## src/rtl/core/keyed_lifo_stack_macros.svh

```systemverilog
// Assertion macros for the keyed LIFO stack.
// No dependencies; expects clk and rst_n in the including scope.
`ifndef KEYED_LIFO_STACK_MACROS_SVH
`define KEYED_LIFO_STACK_MACROS_SVH

`ifndef ASSERT_OFF

// Checked on every rising edge outside reset.
`define KLIFO_ASSERT(lbl, prop, msg) \
    lbl: assert property (@(posedge clk) disable iff (!rst_n) prop) else $error(msg);

// Checked on every rising edge, reset included.
`define KLIFO_ASSERT_ALWAYS(lbl, prop, msg) \
    lbl: assert property (@(posedge clk) prop) else $error(msg);

`else

`define KLIFO_ASSERT(lbl, prop, msg)
`define KLIFO_ASSERT_ALWAYS(lbl, prop, msg)

`endif

`endif

```

## src/rtl/core/klifo_pkg.sv

```systemverilog
// Shared codes and types for the keyed LIFO stack.
// No dependencies.
package klifo_pkg;

    localparam int KEY_W    = 32;
    localparam int ACTION_W = 3;
    localparam int STATUS_W = 2;
    localparam int COUNT_W  = 5;

    localparam logic [ACTION_W-1:0] ACT_PUSH   = 3'd0;
    localparam logic [ACTION_W-1:0] ACT_POP    = 3'd1;
    localparam logic [ACTION_W-1:0] ACT_PEEK   = 3'd2;
    localparam logic [ACTION_W-1:0] ACT_DELETE = 3'd3;
    localparam logic [ACTION_W-1:0] ACT_SEARCH = 3'd4;
    localparam logic [ACTION_W-1:0] ACT_COUNT  = 3'd5;

    localparam logic [STATUS_W-1:0] ST_OK       = 2'd0;
    localparam logic [STATUS_W-1:0] ST_EMPTY    = 2'd1;
    localparam logic [STATUS_W-1:0] ST_NOTFOUND = 2'd2;
    localparam logic [STATUS_W-1:0] ST_FULL     = 2'd3;

    typedef logic [KEY_W-1:0] key_t;

    // Shift command broadcast to every cell; already qualified by accept.
    typedef struct packed {
        logic push;
        logic pop;
        logic del;
    } cell_ctrl_t;

endpackage

```

## src/rtl/core/klifo_cell.sv

```systemverilog
// One storage cell of the keyed LIFO stack chain (index 0 is the top).
// Depends on klifo_pkg.
module klifo_cell (
    input  logic                  clk,
    input  klifo_pkg::cell_ctrl_t ctrl,
    input  klifo_pkg::key_t       key_in,
    input  klifo_pkg::key_t       above_key,
    input  klifo_pkg::key_t       below_key,
    input  logic                  valid,
    input  logic                  hit_in,
    output logic                  hit_out,
    output klifo_pkg::key_t       key
);
    import klifo_pkg::*;

    key_t key_reg;
    key_t key_next;

    // hit_out: a live match here or in any cell above
    assign hit_out = hit_in | (valid & (key_reg == key_in));
    assign key     = key_reg;

    always_comb
    begin
        key_next = key_reg;
        if (ctrl.push)
        begin
            key_next = above_key;
        end
        else if (ctrl.pop || (ctrl.del && hit_out))
        begin
            key_next = below_key;
        end
    end

    always_ff @(posedge clk)
    begin
        key_reg <= key_next;
    end

endmodule

```

## src/rtl/core/keyed_lifo_stack.sv

```systemverilog
// Keyed LIFO stack top level: a chain of klifo_cell plus count and result register.
// Depends on klifo_pkg, klifo_cell and keyed_lifo_stack_macros.svh.
//
//  channel | signals                          | direction
//  --------+----------------------------------+----------
//  in      | in_valid in_ready action key_in  | request
//  out     | out_valid out_ready status       | result
//          | key_out entry_count              |
//
// One request per cycle while in_ready is high; its result lands in the output register in the next cycle.
// All cells compare against key_in at once; the hit prefix ripples down the chain.
// in_ready drops only while a finished result waits and out_ready is low.
// Reset clears the occupancy count (used_reg) and the output valid; cell contents and entry_count are not reset.
`include "keyed_lifo_stack_macros.svh"

module keyed_lifo_stack #(
    parameter int DEPTH = 16
) (
    input  logic                                clk,
    input  logic                                rst_n,
    input  logic                                in_valid,
    output logic                                in_ready,
    input  logic [klifo_pkg::ACTION_W-1:0]      action,
    input  logic signed [klifo_pkg::KEY_W-1:0]  key_in,
    output logic                                out_valid,
    input  logic                                out_ready,
    output logic [klifo_pkg::STATUS_W-1:0]      status,
    output logic signed [klifo_pkg::KEY_W-1:0]  key_out,
    output logic [klifo_pkg::COUNT_W-1:0]       entry_count
);
    import klifo_pkg::*;

    localparam int CNT_W = $clog2(DEPTH + 1);

    logic [CNT_W-1:0]    used_reg;
    logic [CNT_W-1:0]    used_next;
    logic                out_valid_reg;
    logic                out_valid_next;
    logic [STATUS_W-1:0] status_reg;
    logic [STATUS_W-1:0] status_next;
    key_t                key_out_reg;
    key_t                key_out_next;
    logic [COUNT_W-1:0]  count_reg;

    logic       in_fire;
    logic       empty;
    logic       full;
    logic       found;
    logic       push_ok;
    logic       empty_res;
    key_t       key_u;
    cell_ctrl_t ctrl;

    key_t             cell_key [DEPTH];
    logic [DEPTH:0]   hit;

    assign key_u    = key_t'(key_in);
    assign in_ready = !out_valid_reg || out_ready;
    assign in_fire  = in_valid && in_ready;
    assign empty    = (used_reg == '0);
    assign full     = (used_reg == CNT_W'(DEPTH));
    assign hit[0]   = 1'b0;
    assign found    = hit[DEPTH];

    genvar gi;
    generate
        for (gi = 0; gi < DEPTH; gi++)
        begin : g_cell
            key_t above;
            key_t below;
            if (gi == 0)
            begin : g_top
                assign above = key_u;
            end
            else
            begin : g_mid
                assign above = cell_key[gi-1];
            end
            if (gi == DEPTH - 1)
            begin : g_bot
                assign below = '0;
            end
            else
            begin : g_nbot
                assign below = cell_key[gi+1];
            end

            klifo_cell u_cell (
                .clk       (clk),
                .ctrl      (ctrl),
                .key_in    (key_u),
                .above_key (above),
                .below_key (below),
                .valid     (CNT_W'(gi) < used_reg),
                .hit_in    (hit[gi]),
                .hit_out   (hit[gi+1]),
                .key       (cell_key[gi])
            );
        end
    endgenerate

    always_comb
    begin
        ctrl         = '0;
        used_next    = used_reg;
        status_next  = ST_OK;
        key_out_next = '0;
        case (action)
            ACT_PUSH:
            begin
                if (full)
                begin
                    status_next = ST_FULL;
                end
                else
                begin
                    ctrl.push = in_fire;
                    used_next = used_reg + 1'b1;
                end
            end
            ACT_POP, ACT_PEEK:
            begin
                if (empty)
                begin
                    status_next = ST_EMPTY;
                end
                else
                begin
                    key_out_next = cell_key[0];
                    if (action == ACT_POP)
                    begin
                        ctrl.pop  = in_fire;
                        used_next = used_reg - 1'b1;
                    end
                end
            end
            ACT_DELETE, ACT_SEARCH:
            begin
                if (empty)
                begin
                    status_next = ST_EMPTY;
                end
                else if (!found)
                begin
                    status_next = ST_NOTFOUND;
                end
                else
                begin
                    // matched word equals the search key
                    key_out_next = key_u;
                    if (action == ACT_DELETE)
                    begin
                        ctrl.del  = in_fire;
                        used_next = used_reg - 1'b1;
                    end
                end
            end
            default:
            begin
                status_next = ST_OK;
            end
        endcase
    end

    always_comb
    begin
        out_valid_next = out_valid_reg;
        if (in_fire)
        begin
            out_valid_next = 1'b1;
        end
        else if (out_ready)
        begin
            out_valid_next = 1'b0;
        end
    end

    always_ff @(posedge clk or negedge rst_n)
    begin
        if (!rst_n)
        begin
            used_reg      <= '0;
            out_valid_reg <= 1'b0;
        end
        else
        begin
            out_valid_reg <= out_valid_next;
            if (in_fire)
            begin
                used_reg <= used_next;
            end
        end
    end

    always_ff @(posedge clk)
    begin
        if (in_fire)
        begin
            status_reg  <= status_next;
            key_out_reg <= key_out_next;
            count_reg   <= COUNT_W'(used_next);
        end
    end

    assign out_valid   = out_valid_reg;
    assign status      = status_reg;
    assign key_out     = $signed(key_out_reg);
    assign entry_count = count_reg;

    assign push_ok   = in_fire && (action == ACT_PUSH) && !full;
    assign empty_res = out_valid_reg && (status_reg == ST_EMPTY);

    `KLIFO_ASSERT(a_used_bound, used_reg <= CNT_W'(DEPTH), "count above depth")
    `KLIFO_ASSERT(a_push_grows, push_ok |=> (used_reg == $past(used_reg) + 1'b1), "push lost")
    `KLIFO_ASSERT(a_empty_zero, empty_res |-> (count_reg == '0), "empty status, nonzero count")
    `KLIFO_ASSERT_ALWAYS(a_rst_idle, !rst_n |-> !out_valid_reg, "result valid during reset")

endmodule
```

## config.mk

```make
export PLATFORM = sky130hd
export DESIGN_NAME = keyed_lifo_stack
export DESIGN_NICKNAME = d
export VERILOG_FILES = /design/src/rtl/core/klifo_pkg.sv /design/src/rtl/core/klifo_cell.sv /design/src/rtl/core/keyed_lifo_stack.sv
export VERILOG_INCLUDE_DIRS = /design/src /design/src/rtl/core
export SDC_FILE = /design/constraint.sdc
export NUM_CORES = 1
export LEC_CHECK = 0
export BUFFER_PORTS_ARGS = -buffer_cell sky130_fd_sc_hd__buf_2
export CORE_MARGIN = 2
export CORE_UTILIZATION = 30
export DETAILED_ROUTE_END_ITERATION = 12
export SYNTH_ARGS = -nofsm -noshare
export SYNTH_HDL_FRONTEND = slang
export SYNTH_HIERARCHICAL = 1
export SYNTH_SLANG_ARGS = --single-unit
```

## constraint.sdc

```tcl
create_clock -name clk -period 8.95 [get_ports clk]
set_input_delay 1.79 -clock clk [delete_from_list [all_inputs] [get_ports clk]]
set_output_delay 1.79 -clock clk [all_outputs]
set_load 0.005 [all_outputs]
```

==> summary.md <==
| Metric | Value |
|---|---|
| Vias per std cell | `approximately 5` |
| Xor/xnor cell area share of the yosys netlist | `0.137` |
| Worst reg-to-reg setup slack | `1.95 ns` |
| Antenna Cells | `0` |
| Origin of the critical flop-to-flop path | `used_reg[1]` |
| CP max-delay cell | `sky130_fd_sc_hd__or4b_1` |
| Result of the run | `finished, final reports clean` |
| Worst max-slew margin expressed relative to the limit | `0.289` |
| Final setup vio count | `0` |
| Worst hold path endpoint | `out_valid` |
| Share of synthesized area spent on multiplexers | `0.193` |
| Cell leakage power | `11.3 nW` |
| Initial core utilization | `0.303` |
| Number of synthesized flops with an enable pin | `551` |
| Adder and majority cell fraction of the synthesized area | `0.00167` |
| Share of the synthesized area in compound gates (AO/OA/AOI/OAI) | `0.0382` |
| Reported max-cap violation count | `0` |
| Cell depth of the worst hold path | `2` |
| Total of fill cells in the finished design | `9594` |
| Number of antenna violations at the first check in global routing | `7` |
| Port Buf Inserts | `79` |
| Ranking of synthesized cells by area | `sky130_fd_sc_hd__edfxtp_1 (55%), sky130_fd_sc_hd__mux2_2 (19%), sky130_fd_sc_hd__xor2_1 (11%)` |
| Delay of the slowest cell on the worst path | `0.65 ns` |
| Sum of net half-perimeters after detailed placement | `54100 um` |
| Synth area leader | `sky130_fd_sc_hd__edfxtp_1` |
| Share of async-settable or async-resettable flops after synthesis | `0.0108` |
| Critical path data arrival time | `between 7 and 8 ns` |
| Detailed-route DRC error count | `0` |
| Die span in x | `between 300 and 400 um` |
| Simple-Gate Fraction of Synth Area | `0.0526` |
| Clock network latency to the later pin of the worst-skew pair | `just over 0.6 ns` |
| Vias in the first global route | `18194` |
| Die Outline Area | `102000 um^2` |
| Dominant combinational cell family by area after synthesis | `multiplexers` |
| Final GP Congestion | `about 0.84` |
| Footprint of the multi-input gates | `13000 um^2` |
| Power density of the placed cells | `183 nW/um^2` |
| Num CTS Buffers | `59` |
| Unrepaired setup endpoints after global routing | `no` |
| Maximum ir drop on the vdd rail | `0.117 mV` |
| Total setup buffers inserted after CTS | `0` |
| Avg Synthesized Cell Area | `14.0 um^2` |
| Via count of the routed design | `around 18000` |
| Synthesized netlist cell count | `between 2000 and 2500` |
| Post-route fraction of the period consumed by the critical path | `0.816` |
| Endpoints failing hold | `0` |
| Delay-heaviest family, CP | `simple AND/OR/NAND/NOR gates` |
| Synthesis-to-finish area growth | `14.5%` |
| Vertical extent of the die | `320 um` |
| Reg2Reg Depth | `27` |
| Primary flip-flop cell chosen by synthesis mapping | `sky130_fd_sc_hd__edfxtp_1` |
| Cell repeated most along the worst path | `sky130_fd_sc_hd__nand2b_1` |
| Worst-case clock skew | `0.0245 ns` |
| Average wire per standard cell | `20.3 um` |
| Boundary Pins | `80` |
| Total Power Consumption | `around 6.3 mW` |
| Setup TNS after final layout | `0 ns` |
| Clock tree from TritonCTS | `yes` |
| Library cell used as clock root buffer | `sky130_fd_sc_hd__clkbuf_16` |
| Hold buffers post-CTS | `0` |
| Final wirelength | `73200 um` |
| Top post-synthesis cells by count | `sky130_fd_sc_hd__edfxtp_1 (551), sky130_fd_sc_hd__mux2_2 (513), sky130_fd_sc_hd__xor2_1 (368)` |
| Fin. max-slew vios | `0` |
| Largest register FFs | `512` |
| Synth Register Bits | `557` |
| Row count | `115` |
| Global-route wire length before repair | `112000 um` |
| Most instantiated library cell after synthesis | `sky130_fd_sc_hd__edfxtp_1` |
| Number of buffers and inverters on the critical path | `4` |
| Number of warnings reported in the yosys synthesis log | `6` |
| Ratio of cells with drive above 1 in the final layout | `0.322` |
| Final ANT Viol Nets | `0` |
| Pin count of the biggest net entering global routing | `189` |
| Clock input transition at the sequential cells of the worst setup and hold paths | `around 0.070 ns` |
| Share of the synthesized area in the top cell type | `0.552` |
| Critical register-to-register path endpoint | `g_cell[0].u_cell/key[8]` |
| Type of the tightest min-delay check | `flip-flop to flip-flop` |
| Total Routing Usage GR | `0.139` |
| DRT iter0 DRCs | `1728` |
| Number of buffers between clock root and the deepest sink | `3` |
| Post-layout instance area | `approximately 34000 um^2` |
| Nets | `2318` |
| Congestion Overflow GR | `0` |
| Req. time, crit path | `between 9 and 10 ns` |
| DRT Pass-1 Iters | `8` |
| Core area | `just under 100000 um^2` |
| Resized cells post-CTS | `0` |
| Worst hold path startpoint | `out_valid` |
| Netlist Area Pre-Place | `30000 um^2` |
| Max frequency | `137 MHz` |
| Worst setup path category | `input pin to flip-flop` |
| Kind of end point of the critical path | `flip-flop` |
| Number of levels the H-tree was split into | `2` |
| Minimum clock period after layout | `roughly 7.3 ns` |
| Worst slew pin tran | `between 1 and 1.5 ns` |
| Largest fanout on the critical path | `26` |
| Cell Area, Placed | `32400 um^2` |
| Clock sink total | `557` |
| Critical path startpoint category | `input pin` |
| Register area | `16700 um^2` |
| Netlist cell types | `~50` |
| Sequential area share after synthesis | `0.557` |
## where the power goes
part           switching, mW  leakage [nW]  internal [mW]
Sequential             0.145          5.13           3.02
Clock                   1.03         0.904           1.38
Combinational          0.398          5.31          0.319
Total                   1.57          11.3           4.72
## cells by family after synthesis
family	after synthesis
flip-flops	557
AND/OR/NAND/NOR	281
AO/OA/AOI/OAI	156
XOR/XNOR	469
multiplexers	514
adder cells (fa/ha/maj)	4
other	1
buffers and inverters	152
## worst reg2reg max path, stage by stage, from the launching register on
cell and delay (ns):
sky130_fd_sc_hd__dfrtp_1 0.70, sky130_fd_sc_hd__inv_1 0.18, sky130_fd_sc_hd__ha_1 0.27, sky130_fd_sc_hd__o21ai_0 0.46, sky130_fd_sc_hd__o21ai_0 0.17, sky130_fd_sc_hd__nor4_1 0.48, sky130_fd_sc_hd__or4b_1 0.56, sky130_fd_sc_hd__nand2b_1 0.13
sky130_fd_sc_hd__nand2b_1 0.13, sky130_fd_sc_hd__nand2b_1 0.15, sky130_fd_sc_hd__nand2b_1 0.14, sky130_fd_sc_hd__nand2b_1 0.14, sky130_fd_sc_hd__nand2b_1 0.13, sky130_fd_sc_hd__nand2b_1 0.14, sky130_fd_sc_hd__nand2b_1 0.14, sky130_fd_sc_hd__nand2b_1 0.13
sky130_fd_sc_hd__nand2b_1 0.13, sky130_fd_sc_hd__nand2b_1 0.16, sky130_fd_sc_hd__nand2b_1 0.13, sky130_fd_sc_hd__nand2b_1 0.15, sky130_fd_sc_hd__nand2b_1 0.13, sky130_fd_sc_hd__nand2b_1 0.30, sky130_fd_sc_hd__nand4_1 0.19, sky130_fd_sc_hd__nor2_2 0.21
sky130_fd_sc_hd__buf_4 0.33, sky130_fd_sc_hd__inv_1 0.15, sky130_fd_sc_hd__o21ai_4 0.50, sky130_fd_sc_hd__buf_12 0.24
## stage by stage
stage / hold WS [ns] / cells / utilization / setup slack [ns]
3_3_place_gp: 0.504 / 3501 / 0.329 / 1.13
5_1_grt: 0.597 / 3609 / 0.347 / 1.37
6_report: 0.550 / 3609 / 0.347 / 1.65
4_1_cts: 0.555 / 3609 / 0.347 / 1.67
3_5_place_dp: 0.537 / 3501 / 0.329 / 1.05
2_1_floorplan: 0.544 / 2167 / - / 1.22
## layer usage
| metal | track usage | vias up | routed length (um) |
|---|---|---|---|
| met5 | 0 | - | 39 |
| met4 | 0.0362 | 6 | 1740 |
| met1 | 0.206 | 9153 | 35300 |
| met3 | 0.0195 | 113 | 3730 |
| li1 | - | 8302 | - |
| met2 | 0.212 | 532 | 32500 |
## how the worst max path moves through the flow
stage                    start                  endpoint  slack, ns  cells past startpoint
floorplan            key_in[4]   g_cell[0].u_cell/key[0]       1.22                     24
global placement     key_in[6]  g_cell[15].u_cell/key[6]       1.13                     27
detailed placement   key_in[6]  g_cell[0].u_cell/key[20]       1.05                     27
CTS                  key_in[6]   g_cell[0].u_cell/key[5]       1.67                     27
global route        key_in[19]  g_cell[15].u_cell/key[7]       1.37                     26
finish               key_in[6]   g_cell[0].u_cell/key[8]       1.65                     27
## area by class of cell
class                      count  area share
clock buffer                  72      0.0445
clock inverter                36     0.00949
inverter                      71     0.00777
multi-input combinational   1458       0.379
sequential                   557       0.487
tap                         1287      0.0470
timing repair buffer         128      0.0255
## layout by cell type, fill, tap and decap left out, types with 34 or more instances in the layout
master	netlist	layout
sky130_fd_sc_hd__inv_1	71	70
sky130_fd_sc_hd__mux2_2	513	513
sky130_fd_sc_hd__buf_4	0	40
sky130_fd_sc_hd__conb_1	1	34
sky130_fd_sc_hd__xnor2_1	101	101
sky130_fd_sc_hd__buf_2	3	79
sky130_fd_sc_hd__nor4_1	96	96
sky130_fd_sc_hd__nand2_1	69	69
sky130_fd_sc_hd__edfxtp_1	551	551
sky130_fd_sc_hd__clkbuf_16	0	59
sky130_fd_sc_hd__xor2_1	368	368
(Power assumes the default switching activity.)
